**src/rtl/core/tpaf_pkg.sv**
```systemverilog
`default_nettype none
package tpaf_pkg;

    // register reset values
    localparam int PERIOD_RST  = 20000;
    localparam int HALF_RST    = 10000;
    localparam int MARGIN_RST  = 200;
    localparam int COMP_RST    = 0;
    localparam int PULSE_RST   = 100;
    localparam int REPEAT_RST  = 2;

    localparam int BUFFER_WORDS_DEF = 64;

    localparam int CFG_IDX_W = 3;
    localparam int CFG_DATA_W = 16;
    localparam int REP_W = 5;
    localparam int OUT_IDX_W = 6;

    localparam logic [CFG_IDX_W-1:0] CFG_PERIOD = 3'd0;
    localparam logic [CFG_IDX_W-1:0] CFG_HALF   = 3'd1;
    localparam logic [CFG_IDX_W-1:0] CFG_MARGIN = 3'd2;
    localparam logic [CFG_IDX_W-1:0] CFG_COMP   = 3'd3;
    localparam logic [CFG_IDX_W-1:0] CFG_PULSE  = 3'd4;
    localparam logic [CFG_IDX_W-1:0] CFG_REPEAT = 3'd5;

    // percentage saturates at 200 and is halved
    localparam logic [7:0] PCT_MAX = 8'd200;
    localparam logic [6:0] PCT_HALF_MAX = 7'd100;

    // floor(x / 100) = (x * 83887) >> 23, exact for 16-bit x
    localparam int RECIP_100 = 83887;
    localparam int RECIP_SHIFT = 23;
    localparam int QUOT_W = 10;

    localparam logic [REP_W-1:0] GROUPS_MAX = 5'd16;

    typedef enum logic {
        OP_SET    = 1'b0,
        OP_REFILL = 1'b1
    } t_op;

    typedef logic signed [17:0] t_dem;
    typedef logic signed [19:0] t_s20;

    localparam t_dem DEM_NEG_RST = 18'(PERIOD_RST + COMP_RST);
    localparam t_dem DEM_POS_RST = 18'(HALF_RST + COMP_RST);

    typedef struct packed {
        logic [15:0]      period;
        logic [15:0]      half;
        logic [15:0]      margin;
        logic [15:0]      comp;
        logic [15:0]      pulse;
        logic [REP_W-1:0] repeat_cnt;
    } t_cfg;

    // one refill job: on, off, on, off words and the group count
    typedef struct packed {
        logic [3:0][15:0] words;
        logic [REP_W-1:0] groups;
    } t_job;

    function automatic logic [15:0] sat16(input t_s20 v);
        logic [15:0] r;
        if (v < 0) begin
            r = 16'd0;
        end else if (v > 20'sd65535) begin
            r = 16'hFFFF;
        end else begin
            r = v[15:0];
        end
        return r;
    endfunction

    function automatic t_s20 s20u(input logic [15:0] v);
        return signed'({4'd0, v});
    endfunction

endpackage
`default_nettype wire

```
**src/rtl/core/triac_phase_angle_firing_unit.sv**
```systemverilog
`default_nettype none
// Triac phase-angle firing scheduler. A set item (operation 0) latches two
// firing times from the percentage; it goes through three register stages
// (input, period/100 times percentage, demand update) and gives no result. A
// refill item (operation 1) passes the same input and product stages, is conditioned
// against the latched times, and then makes 4 * groups compare words, one
// per cycle from the word emitter while the output is not stalled, where groups is
// repeat_count (at most 16) on the first refill and one fewer afterwards.
// Items enter one per cycle; the input stalls only while a refill with words waits
// for the emitter to finish the previous refill, which holds 4 * groups words
// (up to 64). Ring positions wrap at BUFFER_WORDS and carry on across refills.
module triac_phase_angle_firing_unit import tpaf_pkg::*; #(
    parameter int BUFFER_WORDS = BUFFER_WORDS_DEF
) (
    input  wire logic                  i_clk,
    input  wire logic                  i_rst_n,
    input  wire logic                  i_cfg_we,
    input  wire logic [CFG_IDX_W-1:0]  i_cfg_index,
    input  wire logic [CFG_DATA_W-1:0] i_cfg_data,
    input  wire logic                  i_in_valid,
    output logic                       o_in_stall,
    input  wire logic                  i_operation,
    input  wire logic [7:0]            i_percentage,
    output logic                       o_out_valid,
    input  wire logic                  i_out_stall,
    output logic [OUT_IDX_W-1:0]       o_word_index,
    output logic [15:0]                o_compare_value,
    output logic                       o_last
);

    t_cfg r_cfg;
    t_job job;
    logic job_valid;
    logic job_ready;

    always_ff @(posedge i_clk) begin
        if (!i_rst_n) begin
            r_cfg.period     <= 16'(PERIOD_RST);
            r_cfg.half       <= 16'(HALF_RST);
            r_cfg.margin     <= 16'(MARGIN_RST);
            r_cfg.comp       <= 16'(COMP_RST);
            r_cfg.pulse      <= 16'(PULSE_RST);
            r_cfg.repeat_cnt <= REP_W'(REPEAT_RST);
        end else if (i_cfg_we) begin
            unique case (i_cfg_index)
                CFG_PERIOD: r_cfg.period     <= i_cfg_data;
                CFG_HALF:   r_cfg.half       <= i_cfg_data;
                CFG_MARGIN: r_cfg.margin     <= i_cfg_data;
                CFG_COMP:   r_cfg.comp       <= i_cfg_data;
                CFG_PULSE:  r_cfg.pulse      <= i_cfg_data;
                CFG_REPEAT: r_cfg.repeat_cnt <= i_cfg_data[REP_W-1:0];
                default: ;
            endcase
        end
    end

    tpaf_demand u_demand (
        .i_clk        (i_clk),
        .i_rst_n      (i_rst_n),
        .i_cfg        (r_cfg),
        .i_in_valid   (i_in_valid),
        .i_operation  (i_operation),
        .i_percentage (i_percentage),
        .o_in_stall   (o_in_stall),
        .o_job_valid  (job_valid),
        .o_job        (job),
        .i_job_ready  (job_ready)
    );

    tpaf_emitter #(
        .BUFFER_WORDS (BUFFER_WORDS)
    ) u_emitter (
        .i_clk           (i_clk),
        .i_rst_n         (i_rst_n),
        .i_job_valid     (job_valid),
        .i_job           (job),
        .o_job_ready     (job_ready),
        .o_out_valid     (o_out_valid),
        .i_out_stall     (i_out_stall),
        .o_word_index    (o_word_index),
        .o_compare_value (o_compare_value),
        .o_last          (o_last)
    );

endmodule
`default_nettype wire

```
**src/rtl/core/tpaf_demand.sv**
```systemverilog
`default_nettype none
module tpaf_demand import tpaf_pkg::*; (
    input  wire logic        i_clk,
    input  wire logic        i_rst_n,
    input  wire t_cfg        i_cfg,
    input  wire logic        i_in_valid,
    input  wire logic        i_operation,
    input  wire logic [7:0]  i_percentage,
    output logic             o_in_stall,
    output logic             o_job_valid,
    output t_job             o_job,
    input  wire logic        i_job_ready
);

    logic              r_s1_valid;
    t_op               r_s1_op;
    logic [6:0]        r_s1_pct;
    logic              r_s2_valid;
    t_op               r_s2_op;
    logic [15:0]       r_s2_prod;
    logic [QUOT_W-1:0] r_quot;
    t_dem              r_dem_neg;
    t_dem              r_dem_pos;
    logic              r_first;

    logic [32:0]       quot_prod;
    logic [QUOT_W-1:0] n_quot;
    logic [6:0]        pct_half;
    logic [16:0]       prod_full;
    t_s20              t_fire;
    t_dem              n_dem_neg;
    t_dem              n_dem_pos;
    t_s20              s_n, s_q, s_per, s_half, s_mar, s_comp, s_pw;
    logic              cap, off, pin;
    t_s20              w0, w1, w2, w3;
    logic [REP_W-1:0]  grp_sat, grp;
    logic              has_words;
    logic              advance;

    // period / 100 only depends on config, so it is kept up to date every cycle
    assign quot_prod = 33'(i_cfg.period) * 33'(RECIP_100);
    assign n_quot = quot_prod[RECIP_SHIFT +: QUOT_W];

    assign pct_half = (i_percentage > PCT_MAX) ? PCT_HALF_MAX : i_percentage[7:1];
    assign prod_full = 17'(r_quot) * 17'(r_s1_pct);

    always_comb begin
        t_fire = s20u(i_cfg.period) - s20u(r_s2_prod);
        n_dem_neg = 18'(t_fire + s20u(i_cfg.comp));
        n_dem_pos = 18'(t_fire - s20u(i_cfg.half) + s20u(i_cfg.comp));
    end

    always_comb begin
        s_n    = 20'(r_dem_neg);
        s_q    = 20'(r_dem_pos);
        s_per  = s20u(i_cfg.period);
        s_half = s20u(i_cfg.half);
        s_mar  = s20u(i_cfg.margin);
        s_comp = s20u(i_cfg.comp);
        s_pw   = s20u(i_cfg.pulse);

        cap = (s_n >= s_per - s_mar) && (s_q >= s_half - s_mar);
        off = cap && (s_n >= s_per) && (s_q >= s_half);
        pin = (s_n <= s_half + s_mar + s_comp) && (s_q <= s_mar + s_comp);

        priority if (cap) begin
            w0 = s_per - s_mar;
            w1 = s_per - s_mar + s_pw;
            w2 = s_half - s_mar;
            w3 = s_half - s_mar + s_pw;
        end else if (pin) begin
            w0 = s_half + s_comp;
            w1 = s_half + s_comp + s_mar;
            w2 = s_comp;
            w3 = s_comp + s_mar;
        end else begin
            w0 = s_n;
            w1 = s_n + s_pw;
            w2 = s_q;
            w3 = s_q + s_pw;
        end
    end

    always_comb begin
        grp_sat = (i_cfg.repeat_cnt > GROUPS_MAX) ? GROUPS_MAX : i_cfg.repeat_cnt;
        if (r_first) begin
            grp = grp_sat;
        end else begin
            grp = (grp_sat == '0) ? '0 : grp_sat - 1'b1;
        end
        has_words = !off && (grp != '0);
    end

    assign o_job.words[0] = sat16(w0);
    assign o_job.words[1] = sat16(w1);
    assign o_job.words[2] = sat16(w2);
    assign o_job.words[3] = sat16(w3);
    assign o_job.groups   = grp;

    assign o_job_valid = r_s2_valid && (r_s2_op == OP_REFILL) && has_words;
    // the whole pipe holds while a refill waits for the emitter
    assign advance = !(o_job_valid && !i_job_ready);
    assign o_in_stall = !advance;

    always_ff @(posedge i_clk) begin
        if (!i_rst_n) begin
            r_s1_valid <= 1'b0;
            r_s2_valid <= 1'b0;
            r_first <= 1'b1;
            r_dem_neg <= DEM_NEG_RST;
            r_dem_pos <= DEM_POS_RST;
        end else if (advance) begin
            r_s1_valid <= i_in_valid;
            r_s2_valid <= r_s1_valid;
            if (r_s2_valid) begin
                if (r_s2_op == OP_SET) begin
                    r_dem_neg <= n_dem_neg;
                    r_dem_pos <= n_dem_pos;
                end else begin
                    r_first <= 1'b0;
                end
            end
        end
    end

    always_ff @(posedge i_clk) begin
        r_quot <= n_quot;
        if (advance) begin
            r_s1_op <= t_op'(i_operation);
            r_s1_pct <= pct_half;
            r_s2_op <= r_s1_op;
            r_s2_prod <= prod_full[15:0];
        end
    end

endmodule
`default_nettype wire

```
**src/rtl/core/tpaf_emitter.sv**
```systemverilog
`default_nettype none
module tpaf_emitter import tpaf_pkg::*; #(
    parameter int BUFFER_WORDS = BUFFER_WORDS_DEF
) (
    input  wire logic                 i_clk,
    input  wire logic                 i_rst_n,
    input  wire logic                 i_job_valid,
    input  wire t_job                 i_job,
    output logic                      o_job_ready,
    output logic                      o_out_valid,
    input  wire logic                 i_out_stall,
    output logic [OUT_IDX_W-1:0]      o_word_index,
    output logic [15:0]               o_compare_value,
    output logic                      o_last
);

    localparam int IW = (BUFFER_WORDS > 1) ? $clog2(BUFFER_WORDS) : 1;
    localparam int XW = (IW > OUT_IDX_W) ? IW : OUT_IDX_W;
    localparam logic [IW-1:0] IDX_TOP = IW'(BUFFER_WORDS - 1);

    logic             r_busy;
    logic [3:0][15:0] r_words;
    logic [1:0]       r_k;
    logic [REP_W-1:0] r_left;
    logic [IW-1:0]    r_widx;

    logic             fire;
    logic             is_last;
    logic             load;
    logic [XW-1:0]    widx_ext;

    assign fire = r_busy && !i_out_stall;
    assign is_last = (r_k == 2'd3) && (r_left == REP_W'(1));
    assign o_job_ready = !r_busy || (fire && is_last);
    assign load = i_job_valid && o_job_ready;

    assign widx_ext = XW'(r_widx);
    assign o_out_valid = r_busy;
    assign o_word_index = widx_ext[OUT_IDX_W-1:0];
    assign o_compare_value = r_words[r_k];
    assign o_last = is_last;

    always_ff @(posedge i_clk) begin
        if (!i_rst_n) begin
            r_busy <= 1'b0;
            r_widx <= '0;
        end else begin
            if (load) begin
                r_busy <= 1'b1;
            end else if (fire && is_last) begin
                r_busy <= 1'b0;
            end
            if (fire) begin
                r_widx <= (r_widx == IDX_TOP) ? '0 : r_widx + 1'b1;
            end
        end
    end

    always_ff @(posedge i_clk) begin
        if (load) begin
            r_words <= i_job.words;
            r_k <= 2'd0;
            r_left <= i_job.groups;
        end else if (fire) begin
            r_k <= r_k + 1'b1;
            if (r_k == 2'd3) begin
                r_left <= r_left - 1'b1;
            end
        end
    end

endmodule
`default_nettype wire

```
**config.mk**
```make
export PLATFORM = sky130hd
export DESIGN_NAME = triac_phase_angle_firing_unit
export DESIGN_NICKNAME = d
export VERILOG_FILES = /design/src/rtl/core/tpaf_pkg.sv /design/src/rtl/core/triac_phase_angle_firing_unit.sv /design/src/rtl/core/tpaf_demand.sv /design/src/rtl/core/tpaf_emitter.sv
export SDC_FILE = /design/constraint.sdc
export NUM_CORES = 1
export LEC_CHECK = 0
export ABC_AREA = 1
export BUFFER_PORTS_ARGS = -buffer_cell sky130_fd_sc_hd__buf_2
export CAP_MARGIN = 30
export CORE_MARGIN = 2
export CORE_UTILIZATION = 25
export CTS_CLUSTER_DIAMETER = 50
export DETAILED_ROUTE_END_ITERATION = 8
export GPL_TIMING_DRIVEN = 0
export PLACE_DENSITY = 0.48
export SLEW_MARGIN = 20
export SYNTH_ARGS = -nofsm -noshare
export SYNTH_HDL_FRONTEND = slang
export SYNTH_HIERARCHICAL = 1
export SYNTH_SLANG_ARGS = --single-unit
```
**constraint.sdc**
```tcl
create_clock -name i_clk -period 5.6 [get_ports i_clk]
set_clock_uncertainty 0.15 [all_clocks]
set_input_delay 0.56 -clock i_clk [delete_from_list [all_inputs] [get_ports i_clk]]
set_output_delay 0.56 -clock i_clk [all_outputs]
set_load 0.01 [all_outputs]
```
After elaboration in Yosys (flattened, before gate mapping) --
Index checks and enable logic that the tools add are counted.
Storage, ports and cells: register bits after elaboration 237, input bits 33, output and inout port bits 25, word-level logic and storage cells 127
Operators by class: add/sub/neg operators 19, multipliers 2, order comparisons 17, equal/unequal tests 8, muxes and demuxes 23, bitwise operators 2, reduce and logical (&&, ||, !) cells 32
Operators by type and width (number):
- $mux W20 | 8
- $gt A20 B17 Y1 const B | 4
- $lt A20 B1 Y1 const B | 4
- $mux W16 | 5
- $ge A18 B17 Y1 | 4
- $add A16 B16 Y17 | 3
- $sub A16 B16 Y17 | 3
- $add A20 B17 Y20 | 2
- $add A18 B17 Y19 | 2
- $add A17 B17 Y18 | 2
- $add A18 B17 Y18 | 2
- $mul A16 B17 Y33 const B | 1
- $bmux W16 S2 | 1
- $mux W5 | 6
- $le A18 B20 Y1 | 1
- $le A18 B18 Y1 | 1
- $sub A18 B17 Y18 | 1
- $mul A10 B7 Y16 | 1
- $reduce_and A2 Y1 | 7
- $logic_and A1 B1 Y1 | 12
- $sub A5 B1 Y5 const B | 2
- $gt A8 B8 Y1 const B | 1
- $add A6 B1 Y6 const B | 1
- $eq A3 B2 Y1 const B | 2
- other kinds (18) | 27

Depth between registers and ports, before layout --
word-level depth 11, gate-level depth with buffers 33, gate-level depth less buffers 31

Modules after synthesis --
The synthesis kept the hierarchy.
By module, submodules not included:
- tpaf_demand | instances 1, cells each 3986, area each 26307.7 um^2, seq. area each 1731.7 um^2
- triac_phase_angle_firing_unit | instances 1, cells each 475, area each 3370.7 um^2, seq. area each 1701.6 um^2
- tpaf_emitter | instances 1, cells each 250, area each 3108.0 um^2, seq. area each 2252.2 um^2

Least setup slack after synthesis --
No wires, ideal clock.
path type register to register, start reg r_cfg[84] (netlist bit), end reg u_demand.r_quot[7], setup time 0.112 ns, data arrival time 4.796 ns, data required time 5.338 ns, slack 0.542 ns, cell stages (with the launch flop) 19, path buffers 0, period minus slack after synthesis 5.058 ns, cells stage by stage dfxtp_1 > fa_1 > inv_1 > fa_1 > fa_1 > fa_1 > inv_1 > fa_1 > fa_1 > ha_1 > a21oi_1 > o21a_1 > inv_1 > a21oi_1 > nor2_1 > nor3_1 > nand2_1 > nand2_1 > nand2_1
Between the ends: cells in the longest elaborated chain, start to end 1
RTL lines:
- start: declaration | line triac_phase_angle_firing_unit.sv:31 | t_cfg r_cfg;
- $mul A16 B17 Y33 | line tpaf_demand.sv:41 | assign quot_prod = 33'(i_cfg.period) * 33'(RECIP_100);
- named net u_demand.quot_prod[30] | line tpaf_demand.sv:26 | logic [32:0] quot_prod;
- end signal: assignment | line tpaf_demand.sv:127 | r_quot <= n_quot;
- end: declaration | line tpaf_demand.sv:21 | logic [QUOT_W-1:0] r_quot;
The timed path passes the listed nets, and every way through them passes these cells. A chain may end at the register's enable or synchronous reset.

Worst setup path after layout --
start reg r_cfg[82] (netlist bit), end reg u_demand.r_quot[6]
Same word-level chain as after synthesis.

==> metrics.md <==
| Metric | Value |
|---|---|
| Cell mode on critical path | `fa_1` |
| Worst-path cell chain | `fa_1, inv_1, fa_1, fa_1, fa_1, inv_1, fa_2, fa_1, ha_1, nand2_1, o21ai_0, nand2_1, nand3_1, a221oi_1, nand2_1, xor2_1` |
| CP max stage delay | `0.64 ns` |
| Status | `finished, final reports clean` |
| Routed WL | `approximately 130 mm` |
| Setup ws final | `0.163 ns` |
| Fmax | `between 150 and 200 MHz` |
| TritonCTS Sinks | `about 240` |
| Fin crit share | `0.971` |
| First-pass GRT wire length | `a little under 200 mm` |
| CTS H-tree lvls | `2` |
| Crit-path leading delay family | `adder cells` |
| # IOs | `58` |
| Share of cells above drive strength 1 | `0.0807` |
| Slew of the pin with the lowest slew margin | `1.06 ns` |
| Core ar. | `130000 µm²` |
| Final Cell Area | `between 30000 and 40000 µm²` |
| M1 GR Usage | `0.268` |
| Rows | `132` |
| Critical path launch point | `r_cfg[82]` |
| Area growth from synthesis to layout | `14.3%` |
| Final Setup Violations | `0` |
| Clk slew on worst S/H paths | `approximately 0.06 ns` |
| Number of synthesized flops with an enable pin | `94` |
| Iter 0 DRT Violations | `2767` |
| Total of max-cap violations | `0` |
| DRC | `0` |
| Avg Cell Area, Syn | `between 6 and 7 µm²` |
| Avg Vias per Cell | `~4.8` |
| CP max FO | `9` |
| RSZ-0062 raised after global routing | `yes` |
| Crit path time final | `5.44 ns` |
| Worst hold path class | `in -> reg` |
| Tot Pwr | `about 16 mW` |
| Pre-antenna DRT Iters | `7` |
| Buf+Inv Stages, Crit Path | `2` |
| Synth warnings | `6` |
| Post-synthesis cell area | `approximately 33000 µm²` |
| I/O Buffers | `between 50 and 60` |
| Tot GR Track Use | `0.193` |
| Top Usage Layer GRT | `met2` |
| Crit Path Class | `reg -> reg` |
| Peak supply drop | `roughly 0.40 mV` |
| Leak | `about 19 nW` |
| CP Capture Type | `flop` |
| Power Dens Cells | `416 nW/µm²` |
| Die span in y | `~370 µm` |
| Slew Limit Fails | `0` |
| Final antenna-violating net count | `0` |
| Die Area | `approximately 130000 µm²` |
| Die X | `roughly 370 µm` |
| Primary FF master, synth | `dfxtp_1` |
| Number of synthesized register bits | `~240` |
| Met2 GRT Util | `0.305` |
| Clk Latency, worst-skew pair | `0.59 ns` |
| M3 GR Usage | `0.0251` |
| Wirelength per Cell | `roughly 20 µm` |
| Initial core utilization | `0.253` |
| Vias in the first global route | `about 30k` |
| Data arrival time of the worst path | `roughly 5.8 ns` |
| Synth cell types | `56` |
| Util after Layout | `0.289` |
| Area after DPL | `around 35000 µm²` |
| Commonest non-fill, non-tap cell in the layout | `nand2_1` |
| Antenna violations before repair | `19` |
| Num CTS Buffers | `38` |
| Root buf cell | `clkbuf_16` |
| Commonest cells after routing, fill and taps aside | `nand2_1 (1215), inv_1 (728), ha_1 (498), nor2_1 (412), nand3_1 (346)` |
| Mapped Nets | `between 5k and 6k` |
| Launch point of the worst hold path | `i_cfg_data[11]` |
| Fin. Hold Viols | `0` |
| CTS tree | `built` |
| GRT overflow | `0` |
| Deepest clock path buffer count | `3` |
| Seq/Total Area, Yosys | `0.173` |
| Nets | `5555` |
| GPL Wtd Cong | `0.979` |
| Post-Syn Instances | `between 4k and 5k` |
| Largest net degree at the start of global routing | `67` |
| DP Wirelength | `between 100 and 150 mm` |
| Crit path max-delay cell type | `fa_1` |
| Via count | `approximately 31k` |
| Async SR Flop Fraction | `0` |
| R2r startpoint | `r_cfg[82]` |
| Place WS | `-1.39 ns` |
| Max-slew headroom | `0.293` |
| Worst Setup Start Kind | `flop` |
| WP data required | `5.91 ns` |
[worst min-delay path, stage by stage]
cell,delay [ns]
buf_2,0.09
nand2_1,0.05
nand3_1,0.05
[routing by layer]
metal	vias to the layer above	routed length (µm)
met5	-	178
met4	28	5950
met3	229	7310
met2	902	57200
met1	14800	61400
li1	15500	-
[worst paths after layout]
| path | slack, ns | cells past startpoint | endpoint |
|---|---|---|---|
| min reg2reg | 0.27 | 0 | u_demand/r_s2_op |
| min | 0.05 | 3 | r_cfg[80] |
| max | 0.16 | 16 | u_demand/r_quot[6] |
| max reg2reg | 0.16 | 16 | u_demand/r_quot[6] |
[cells in the mapped netlist (all sizes together), types with 33 or more instances]
master / count / area share
inv: 742 / 0.085
nand2: 1235 / 0.14
nand3: 365 / 0.057
xnor2: 67 / 0.018
nor3: 33 / 0.0052
a21oi: 315 / 0.049
edfxtp: 94 / 0.086
ha: 500 / 0.19
dfxtp: 143 / 0.087
fa: 179 / 0.11
nor2: 428 / 0.051
buf: 61 / 0.011
xor2: 91 / 0.024
nand3b: 41 / 0.0094
clkbuf: 33 / 0.0038
o21ai: 177 / 0.028
nand4: 45 / 0.0086
[layout make-up]
cell class	count	area, µm²
Clock buffer	42	997
Inverter	743	2820
Multi-Input combinational cell	3637	24300
Antenna cell	2	5.00
Fill cell	14400	92300
Sequential cell	237	5800
Tap cell	1742	2180
Clock inverter	27	295
Buffer	94	539
Timing Repair Buffer	92	599
[power by group]
| part | total, mW | internal [mW] | switching [mW] |
|---|---|---|---|
| clock | 2.41 | 1.42 | 0.985 |
| combinational | 10.7 | 3.88 | 6.79 |
| sequential | 2.52 | 2.21 | 0.302 |
[registers in the layout, summed over array words and instances (netlist names)]
signal	flops
r_cfg	85
u_demand/r_dem_neg	18
u_demand/r_dem_pos	18
u_demand/r_first	1
u_demand/r_quot	10
u_demand/r_s1_op	1
u_demand/r_s1_pct	7
u_demand/r_s1_valid	1
u_demand/r_s2_op	1
u_demand/r_s2_prod	16
u_demand/r_s2_valid	1
u_emitter/o_out_valid	1
u_emitter/o_word_index	6
u_emitter/r_k	2
u_emitter/r_left	5
u_emitter/r_words	64
[metrics by stage]
step	setup TNS [ns]	instances	hold slack [ns]
final	0	6616	0.0460
after global routing	-0.0960	6615	0.0495
after CTS	0	6600	0.0221
after detailed placement	-187.25	6512	0.259
after global placement	-208.91	6510	0.271
after floorplan	0	4711	0.250
[kinds of logic after synthesis]
kind of cell,share of synthesized area
simple gates,0.278
buf+inv,0.0997
fa+ha+maj,0.300
compound gates,0.107
flops,0.173
xor+xnor,0.0422
[what timing repair did]
| action | CTS | global route |
|---|---|---|
| hold buffers | 1 | 0 |
| endpoints found under the setup margin | 183 | 141 |
| gates resized for setup | 98 | 105 |
| gates cloned | 1 | 0 |
| setup buffers | 17 | 14 |
| hold endpoints to repair | 1 | 0 |
| pin swaps | 11 | 22 |
No activity file was read; power rests on OpenSTA's default activity.
